File: src/bia_pkg.sv
`default_nettype none

package bia_pkg;

  // Field and register widths
  localparam int REQ_W     = 2;
  localparam int IDX_W     = 10;
  localparam int CFG_W     = 11;
  localparam logic [CFG_W-1:0] CFG_RESET = 11'd1024;

  // Map organization: one 32-bit word per memory row
  localparam int WORD_W  = 32;
  localparam int WORD_SH = 5;

  // Default map size
  localparam int MAX_ENTRIES_DEF = 1024;

  // Stream widths rounded up to whole bytes
  localparam int IN_DATA_W  = 16;
  localparam int OUT_DATA_W = 16;

  typedef enum logic [REQ_W-1:0] {
    REQ_ALLOC = 2'd0,
    REQ_FREE  = 2'd1,
    REQ_SET   = 2'd2,
    REQ_CHECK = 2'd3
  } req_t;

  typedef enum logic [2:0] {
    ST_CLEAR,
    ST_IDLE,
    ST_SCAN,
    ST_MODIFY,
    ST_RESP
  } state_t;

  // Controller to datapath
  typedef struct packed {
    logic clr;       // write one zero word of the clearing pass
    logic accept;    // input transfer this cycle
    logic scan;      // examine the current word of an alloc scan
    logic modify;    // apply free, set or check to the fetched word
    logic fail;      // stage a failed result
    logic out_load;  // move staged result into the output register
  } dp_cmd_t;

  // Datapath to controller
  typedef struct packed {
    logic clr_last;
    logic req_alloc;
    logic in_range;
    logic cnt_zero;
    logic found;
    logic scan_last;
    logic out_free;
  } dp_stat_t;

endpackage

`default_nettype wire

File: src/bitmap_id_allocator_top.sv
// Bitmap ID allocator: a map of used/free entries with lowest-free allocation.
// Input channel (in_*): one request per transfer; in_tuser carries the request
// kind (alloc, free, set, check) and in_tdata the entry index.
// Output channel (out_*): exactly one result per request, in request order;
// out_tuser is the success flag, out_tdata the allocated index and check bit.
// Configuration: cfg_we writes the managed entry count; write only while idle.
// A free, set or check in range passes through the modify and response states;
// an out-of-range index or an alloc with a zero count goes straight to response.
// Alloc scans the map one 32-bit memory word per cycle through the single read
// port of the map memory, over at most ceil(count/32) words.
// One request is in work at a time; the next is taken in the cycle after the
// result moves into the output register, so the block takes no new request
// before it has handed over the result of the last one.
// Reset: a clearing pass zeroes all ceil(MAX_ENTRIES/32) map words, one word per
// cycle, with in_tready low; the count returns to 1024.
// Stall: a result waits in the output register while out_tready is low, and a
// second finished result waits in a staging register behind it.
`default_nettype none

module bitmap_id_allocator_top
  import bia_pkg::*;
#(
  parameter int MAX_ENTRIES = MAX_ENTRIES_DEF
) (
  input  wire logic                  clk,
  input  wire logic                  rst_n,
  input  wire logic                  cfg_we,
  input  wire logic [CFG_W-1:0]      cfg_wdata,   // entries_in_use
  input  wire logic                  in_tvalid,
  output logic                       in_tready,
  input  wire logic [IN_DATA_W-1:0]  in_tdata,    // [9:0] bit_index
  input  wire logic [REQ_W-1:0]      in_tuser,    // [1:0] req_type
  output logic                       out_tvalid,
  input  wire logic                  out_tready,
  output logic [OUT_DATA_W-1:0]      out_tdata,   // [9:0] alloc_index, [10] bit_value
  output logic                       out_tuser    // [0] success
);

  dp_cmd_t          cmd;
  dp_stat_t         stat;
  logic [IDX_W-1:0] alloc_index;
  logic             bit_value;

  bia_ctrl u_ctrl (
    .clk       (clk),
    .rst_n     (rst_n),
    .in_tvalid (in_tvalid),
    .in_tready (in_tready),
    .stat      (stat),
    .cmd       (cmd)
  );

  bia_datapath #(
    .MAX_ENTRIES (MAX_ENTRIES)
  ) u_datapath (
    .clk             (clk),
    .rst_n           (rst_n),
    .cfg_we          (cfg_we),
    .cfg_wdata       (cfg_wdata),
    .in_req_type     (in_tuser),
    .in_bit_index    (in_tdata[IDX_W-1:0]),
    .cmd             (cmd),
    .stat            (stat),
    .out_tvalid      (out_tvalid),
    .out_tready      (out_tready),
    .out_success     (out_tuser),
    .out_alloc_index (alloc_index),
    .out_bit_value   (bit_value)
  );

  // Pack result fields, zero fill to whole bytes
  assign out_tdata = {(OUT_DATA_W - IDX_W - 1)'(0), bit_value, alloc_index};

endmodule

`default_nettype wire

File: src/bia_ctrl.sv
`default_nettype none

module bia_ctrl
  import bia_pkg::*;
(
  input  wire logic     clk,
  input  wire logic     rst_n,
  input  wire logic     in_tvalid,
  output logic          in_tready,
  input  wire dp_stat_t stat,
  output dp_cmd_t       cmd
);

  state_t state_r, state_nxt;

  // State register
  always_ff @(posedge clk) begin
    if (!rst_n) begin
      state_r <= ST_CLEAR;
    end else begin
      state_r <= state_nxt;
    end
  end

  // Next state and commands
  always_comb begin
    state_nxt = state_r;
    cmd       = '0;
    in_tready = 1'b0;
    unique case (state_r)
      ST_CLEAR: begin
        cmd.clr = 1'b1;
        if (stat.clr_last) begin
          state_nxt = ST_IDLE;
        end
      end
      ST_IDLE: begin
        in_tready = 1'b1;
        if (in_tvalid) begin
          cmd.accept = 1'b1;
          if (stat.req_alloc) begin
            if (stat.cnt_zero) begin
              cmd.fail  = 1'b1;
              state_nxt = ST_RESP;
            end else begin
              state_nxt = ST_SCAN;
            end
          end else if (stat.in_range) begin
            state_nxt = ST_MODIFY;
          end else begin
            cmd.fail  = 1'b1;
            state_nxt = ST_RESP;
          end
        end
      end
      ST_SCAN: begin
        cmd.scan = 1'b1;
        if (stat.found || stat.scan_last) begin
          state_nxt = ST_RESP;
        end
      end
      ST_MODIFY: begin
        cmd.modify = 1'b1;
        state_nxt  = ST_RESP;
      end
      ST_RESP: begin
        // Hand the result over once the output register has room
        if (stat.out_free) begin
          cmd.out_load = 1'b1;
          state_nxt    = ST_IDLE;
        end
      end
      default: begin
        state_nxt = ST_CLEAR;
      end
    endcase
  end

endmodule

`default_nettype wire

File: src/bia_datapath.sv
`default_nettype none

module bia_datapath
  import bia_pkg::*;
#(
  parameter int MAX_ENTRIES = MAX_ENTRIES_DEF
) (
  input  wire logic             clk,
  input  wire logic             rst_n,
  input  wire logic             cfg_we,
  input  wire logic [CFG_W-1:0] cfg_wdata,
  input  wire logic [REQ_W-1:0] in_req_type,
  input  wire logic [IDX_W-1:0] in_bit_index,
  input  wire dp_cmd_t          cmd,
  output dp_stat_t              stat,
  output logic                  out_tvalid,
  input  wire logic             out_tready,
  output logic                  out_success,
  output logic [IDX_W-1:0]      out_alloc_index,
  output logic                  out_bit_value
);

  localparam int WORDS = (MAX_ENTRIES + WORD_W - 1) / WORD_W;
  localparam int AW    = (WORDS > 1) ? $clog2(WORDS) : 1;
  localparam logic [AW-1:0] LAST_ADDR = AW'(WORDS - 1);

  // Bit map storage
  logic [WORD_W-1:0] mem [WORDS];
  logic [WORD_W-1:0] rdata_r;
  logic [AW-1:0]     rd_addr, wr_addr;
  logic [WORD_W-1:0] wr_data;
  logic              wr_en;

  // Control and request registers
  logic [CFG_W-1:0] entries_r;
  logic [AW-1:0]    clr_addr_r;
  logic [AW-1:0]    scan_addr_r;
  req_t             req_r;
  logic [IDX_W-1:0] idx_r;

  // Staged and output result
  logic             res_success_r, res_success_nxt;
  logic [IDX_W-1:0] res_index_r, res_index_nxt;
  logic             res_value_r, res_value_nxt;
  logic             out_valid_r;
  logic             out_success_r;
  logic [IDX_W-1:0] out_index_r;
  logic             out_value_r;

  // Derived count and scan signals
  logic [CFG_W-1:0]   eff_cnt, cnt_m1;
  logic [AW-1:0]      last_word, idx_word;
  logic [WORD_W-1:0]  valid_mask, free_bits, bit_sel, mod_word;
  logic [WORD_SH-1:0] ffz_pos;
  logic               ffz_found;
  logic               scan_last;

  // Configuration register
  always_ff @(posedge clk) begin
    if (!rst_n) begin
      entries_r <= CFG_RESET;
    end else if (cfg_we) begin
      entries_r <= cfg_wdata;
    end
  end

  // Saturate the count at the map size
  always_comb begin
    eff_cnt   = (32'(entries_r) > MAX_ENTRIES) ? CFG_W'(MAX_ENTRIES) : entries_r;
    cnt_m1    = eff_cnt - CFG_W'(1);
    last_word = AW'(cnt_m1 >> WORD_SH);
    idx_word  = AW'(in_bit_index >> WORD_SH);
    scan_last = (scan_addr_r == last_word);
  end

  // Find the lowest clear bit of the fetched word below the count
  always_comb begin
    valid_mask = '1;
    if (scan_last) begin
      valid_mask = {WORD_W{1'b1}} >> (WORD_SH'(WORD_W - 1) - cnt_m1[WORD_SH-1:0]);
    end
    free_bits = ~rdata_r & valid_mask;
    ffz_found = 1'b0;
    ffz_pos   = '0;
    for (int i = WORD_W - 1; i >= 0; i--) begin
      if (free_bits[i]) begin
        ffz_found = 1'b1;
        ffz_pos   = WORD_SH'(i);
      end
    end
  end

  // Single-bit update for free and set
  always_comb begin
    bit_sel  = WORD_W'(1) << idx_r[WORD_SH-1:0];
    mod_word = (req_r == REQ_FREE) ? (rdata_r & ~bit_sel) : (rdata_r | bit_sel);
  end

  // Memory port selection
  always_comb begin
    rd_addr = scan_addr_r;
    if (cmd.accept) begin
      rd_addr = (in_req_type == REQ_ALLOC) ? '0 : idx_word;
    end else if (cmd.scan && !scan_last) begin
      rd_addr = scan_addr_r + AW'(1);
    end
    wr_en   = 1'b0;
    wr_addr = scan_addr_r;
    wr_data = rdata_r | (WORD_W'(1) << ffz_pos);
    if (cmd.clr) begin
      wr_en   = 1'b1;
      wr_addr = clr_addr_r;
      wr_data = '0;
    end else if (cmd.scan && ffz_found) begin
      wr_en = 1'b1;
    end else if (cmd.modify && req_r != REQ_CHECK) begin
      wr_en   = 1'b1;
      wr_addr = AW'(idx_r >> WORD_SH);
      wr_data = mod_word;
    end
  end

  // Memory write and registered read
  always_ff @(posedge clk) begin
    if (wr_en) begin
      mem[wr_addr] <= wr_data;
    end
    rdata_r <= mem[rd_addr];
  end

  // Clearing pass address
  always_ff @(posedge clk) begin
    if (!rst_n) begin
      clr_addr_r <= '0;
    end else if (cmd.clr) begin
      clr_addr_r <= clr_addr_r + AW'(1);
    end
  end

  // Request capture and scan position
  always_ff @(posedge clk) begin
    if (cmd.accept) begin
      req_r       <= req_t'(in_req_type);
      idx_r       <= in_bit_index;
      scan_addr_r <= '0;
    end else if (cmd.scan && !ffz_found && !scan_last) begin
      scan_addr_r <= scan_addr_r + AW'(1);
    end
  end

  // Stage the result
  always_comb begin
    res_success_nxt = res_success_r;
    res_index_nxt   = res_index_r;
    res_value_nxt   = res_value_r;
    if (cmd.fail || (cmd.scan && !ffz_found && scan_last)) begin
      res_success_nxt = 1'b0;
      res_index_nxt   = '0;
      res_value_nxt   = 1'b0;
    end else if (cmd.scan && ffz_found) begin
      res_success_nxt = 1'b1;
      res_index_nxt   = IDX_W'({scan_addr_r, ffz_pos});
      res_value_nxt   = 1'b0;
    end else if (cmd.modify) begin
      res_success_nxt = 1'b1;
      res_index_nxt   = '0;
      res_value_nxt   = (req_r == REQ_CHECK) ? rdata_r[idx_r[WORD_SH-1:0]] : 1'b0;
    end
  end

  always_ff @(posedge clk) begin
    res_success_r <= res_success_nxt;
    res_index_r   <= res_index_nxt;
    res_value_r   <= res_value_nxt;
  end

  // Output register: hold while the receiver stalls
  always_ff @(posedge clk) begin
    if (!rst_n) begin
      out_valid_r <= 1'b0;
    end else if (cmd.out_load) begin
      out_valid_r <= 1'b1;
    end else if (out_tready) begin
      out_valid_r <= 1'b0;
    end
  end

  always_ff @(posedge clk) begin
    if (cmd.out_load) begin
      out_success_r <= res_success_r;
      out_index_r   <= res_index_r;
      out_value_r   <= res_value_r;
    end
  end

  // Status to the controller
  always_comb begin
    stat.clr_last  = (clr_addr_r == LAST_ADDR);
    stat.req_alloc = (in_req_type == REQ_ALLOC);
    stat.in_range  = ({1'b0, in_bit_index} < eff_cnt);
    stat.cnt_zero  = (eff_cnt == '0);
    stat.found     = ffz_found;
    stat.scan_last = scan_last;
    stat.out_free  = !out_valid_r || out_tready;
  end

  assign out_tvalid      = out_valid_r;
  assign out_success     = out_success_r;
  assign out_alloc_index = out_index_r;
  assign out_bit_value   = out_value_r;

endmodule

`default_nettype wire
File: config.mk
export PLATFORM = sky130hd
export DESIGN_NAME = bitmap_id_allocator_top
export DESIGN_NICKNAME = d
export VERILOG_FILES = /design/src/bia_pkg.sv /design/src/bitmap_id_allocator_top.sv /design/src/bia_ctrl.sv /design/src/bia_datapath.sv
export SDC_FILE = /design/constraint.sdc
export NUM_CORES = 2
export LEC_CHECK = 0
export CAP_MARGIN = 40
export CORE_ASPECT_RATIO = 1.5
export CORE_MARGIN = 1
export CORE_UTILIZATION = 50
export DETAILED_ROUTE_END_ITERATION = 8
export DONT_BUFFER_PORTS = 1
export HOLD_SLACK_MARGIN = 0.15
export PLACE_DENSITY = 0.74
export SLEW_MARGIN = 20
export SYNTH_ARGS = -nofsm -noshare
export SYNTH_HDL_FRONTEND = slang
export SYNTH_SLANG_ARGS = --single-unit
File: constraint.sdc
create_clock -name clk -period 9.31 [get_ports clk]
set_input_delay 0.931 -clock clk [delete_from_list [all_inputs] [get_ports clk]]
set_output_delay 0.931 -clock clk [all_outputs]
set_load 0.01 [all_outputs]
==> impl_metrics.env <==
export IMPL_status="completed"
export IMPL_start_util_pct=50.6
export IMPL_clock_sinks=1117
export IMPL_dp_cells=5125
export IMPL_synth_ff_type="edfxtp_1"
export IMPL_power_share_sequential_pct=55.6
export IMPL_grt_pass1_vias=31161
export IMPL_start_kind="register"
export IMPL_power_share_clock_pct=42.6
export IMPL_power_density_nw_per_um2=188
export IMPL_worstMarginPinSlew_ns=0.946
export IMPL_clk_pin_slew_ns=0.06
export IMPL_required_ns=9.72
export IMPL_drv_slew=0
export IMPL_worst_slew_margin_rel_pct=36.1
export IMPL_max_stage_delay_ns=0.78
export IMPL_synth_top_family_by_area="simple AND/OR/NAND/NOR gates"
export IMPL_cp_arrival_ns=7.68
export IMPL_timing_fmax_mhz=138
export IMPL_r2r_slack_ns=2.04
export IMPL_synth_xor_area_share_pct=0.217
export IMPL_post_cts_buffers=0
export IMPL_fp_dieW_um=253
export IMPL_antenna_found_initial=1
export IMPL_grt_pass1_wl_mm=190
export IMPL_grtUsageTotal_pct=27.0
export IMPL_drive_above_1_share_pct=9.54
export IMPL_ctsHoldBuffers=0
export IMPL_ys_types=102
export IMPL_grt_max_degree=135
export IMPL_coreArea_um2=93400
export IMPL_cpMaxStageDelayCell="nor4_4"
export IMPL_via_count=32205
export IMPL_clock_tree_root_cell="clkbuf_16"
export IMPL_ctsResizeCount=0
export IMPL_crit_path_max_fanout=18
export IMPL_reg2regPathDepth=16
export IMPL_worst_path_buf_inv=3
export IMPL_gp_congestion=0.967
export IMPL_syn_inst=4026
export IMPL_setup_tns_final_ns=0
export IMPL_min_to="u_datapath.req_r[0]"
export IMPL_wl_per_cell_um=24.3
export IMPL_path_cells="clkinv_1, nand2_1, ha_1, nor3b_1, a31oi_1, o21ai_0, nand4_1, nor4_4, buf_6, a31oi_2, nor3_2, nand4bb_4, o21ai_2, o221a_2, nor2_4, buf_4"
export IMPL_area_growth_pct=11.1
export IMPL_instances_no_fill=5307
export IMPL_ant_nets=0
export IMPL_synth_ff_latch_count=1117
export IMPL_drtIter0Drc=3668
export IMPL_core_rowCount=137
export IMPL_p_sw_share_pct=19.9
export IMPL_placed_area_um2=49100
export IMPL_muxShareOfSynthArea_pct=1.26
export IMPL_maxCapViolCount=0
export IMPL_ios=53
export IMPL_min_from="in_tuser[0]"
export IMPL_hp_class="in -> reg"
export IMPL_layout_common_cells="nand2_1, edfxtp_1, nand3_1, a21oi_1, clkbuf_16"
export IMPL_dieArea_um2=95800
export IMPL_synthAdderAreaFrac_pct=0.471
export IMPL_finalSetupViolCount=0
export IMPL_hpwl_mm=72.3
export IMPL_drt_total_wl_mm=129
export IMPL_hold_viol=0
export IMPL_clock_latency_ns=0.73
export IMPL_intPower_mw=7.90
export IMPL_switchingPower_mw=1.97
export IMPL_synthArstFlopShare_pct=0
export IMPL_clockBufferDepth=3
export IMPL_stdcell_area_um2=52600
export IMPL_criticalPathCategory="reg -> reg"
export IMPL_avgSynthCellArea_um2=11.7
export IMPL_synth_seq_area_share_pct=69.5
export IMPL_cts_buffers=96
export IMPL_hold_depth=0
export IMPL_cts_tree="built"
export IMPL_layout_commonest_cell="nand2_1"
export IMPL_synth_compound_area_share_pct=6.34
export IMPL_port_buffers=0
export IMPL_synth_simple_area_share_pct=19.8
export IMPL_nNetsFinal=4027
export IMPL_p_leak_nw=18.8
export IMPL_power_frac_comb_pct=1.7
export IMPL_finalClockSkew_ns=0.0460
export IMPL_vdd_drop_max_mv=0.150
export IMPL_final_util_pct=56.3
export IMPL_timing_rr_end="u_datapath.mem[6][19]"
export IMPL_finalCriticalPeriod_ns=7.27
export IMPL_end_kind="register"
export IMPL_htreeDepth=3
export IMPL_dr_pass1_iters=6
export IMPL_die_y_um=379
export IMPL_synth_edff_count=1048
export IMPL_overflow=0
export IMPL_rr_startpoint="u_datapath.entries_r[10]"
export IMPL_route_detailed_drc=0
export IMPL_viasPerCell=6.07
export IMPL_grt_setup_unrepaired="no"
export IMPL_yosysWarnings=0
export IMPL_syn_cell_area_um2=47300
export IMPL_period_share_pct=78.1
export IMPL_crit_family="simple AND/OR/NAND/NOR gates"
==> worst max path at each step <==
| stage | startpoint | end | slack (ns) | depth (start not counted) |
|---|---|---|---|---|
| after floorplan | u_datapath.entries_r[10] | u_datapath.mem[10][0] | 1.53 | 17 |
| final | u_datapath.entries_r[10] | u_datapath.mem[6][19] | 2.04 | 16 |
| after detailed placement | u_datapath.entries_r[10] | u_datapath.mem[6][14] | 2.13 | 16 |
| after CTS | u_datapath.entries_r[10] | u_datapath.mem[6][14] | 2.11 | 16 |
| after global placement | u_datapath.entries_r[10] | u_datapath.mem[14][23] | 1.64 | 14 |
| after global routing | u_datapath.entries_r[10] | u_datapath.mem[6][14] | 1.55 | 16 |
==> cell type report <==
type                    instances  area (um^2)
diodes                          1         2.50
clock buffers                 128         2690
clock inverters                49          683
fillers                      7323        40900
inverters                      15         56.3
multi-input cells            2635        13600
flip-flops and latches       1117        32900
well taps                    1251         1570
repair buffers                111         1080
==> kinds of logic (layout without fill, tap and decap cells) <==
logic type | after synthesis | count (layout)
mux | 47 | 47
simple gates | 2106 | 2106
flops | 1117 | 1117
fa+ha+maj | 18 | 18
buf+inv | 278 | 303
xor+xnor | 10 | 10
compound gates | 449 | 449
other cells | 1 | 6
==> registers in the layout, indices dropped and copies added (netlist names) <==
register and count:
u_datapath.out_alloc_index 10, u_datapath.scan_addr_r 5, u_datapath.out_bit_value 1, u_datapath.mem 1024
u_datapath.res_index_r 10, u_ctrl.state_r 3, u_datapath.entries_r 11, u_datapath.req_r 2
u_datapath.res_value_r 1, u_datapath.clr_addr_r 5, u_datapath.idx_r 10, u_datapath.rdata_r 32
u_datapath.out_tvalid 1, u_datapath.res_success_r 1, u_datapath.out_success 1
==> cells in the mapped netlist (4+ instances only) <==
cell type	count	area [um^2]
nand3_1	538	2690
mux2i_1	36	360
a31o_2	4	35.0
a221oi_1	4	35.0
inv_1	14	52.6
mux4_2	10	225
and2_1	26	163
or2_2	6	37.5
nor3b_1	12	90.1
o211ai_1	7	52.6
or3_1	16	100
o31a_1	9	78.8
and3_1	42	263
buf_1	28	105
buf_6	6	67.6
nor4_1	38	238
a31oi_1	24	150
o22ai_1	5	31.3
o41ai_1	5	43.8
nor3_1	19	95.1
o21ai_2	4	35.0
ha_1	17	213
edfxtp_1	1048	31500
a211oi_1	9	67.6
o21ai_1	6	30.0
buf_2	42	210
o21ai_0	31	155
dfxtp_1	69	1380
nor2_1	73	274
nor2b_1	24	150
a21o_1	11	82.6
xnor2_1	7	61.3
a22oi_1	64	480
a21boi_0	4	30.0
or4_1	6	45.0
buf_4	8	60.1
a21oi_1	194	971
a41o_1	4	40.0
nand2b_1	19	119
nand2_1	1249	4690
o31ai_1	13	97.6
nand4_1	7	43.8
clkbuf_1	179	672
==> per-layer routing <==
metal / wire [um] / GRT usage [%] / part of all wire, %
met2: 65100 / 46.3 / 50
met1: 45000 / 31.8 / 35
met3: 10800 / 4.11 / 8.4
met4: 8120 / 16.6 / 6.3
met5: 0 / 0 / 0
==> through the flow <==
stage          setup WS [ns]  power, mW  hold slack (ns)
2_1_floorplan           1.53       5.70            0.400
3_3_place_gp            1.64       5.76            0.407
3_5_place_dp            2.13       5.76            0.410
4_1_cts                 2.11       9.89            0.289
5_1_grt                 1.55       10.1            0.306
6_report                2.04       9.86            0.322
==> power groups by stage <==
stage          combinational [mW]  clock, mW  sequential [mW]
2_1_floorplan               0.117          0             5.59
3_3_place_gp                0.166          0             5.59
3_5_place_dp                0.169          0             5.59
4_1_cts                     0.170       4.23             5.49
5_1_grt                     0.185       4.41             5.49
6_report                    0.172       4.20             5.49
Note: power is estimated with default switching activity, not from simulation.
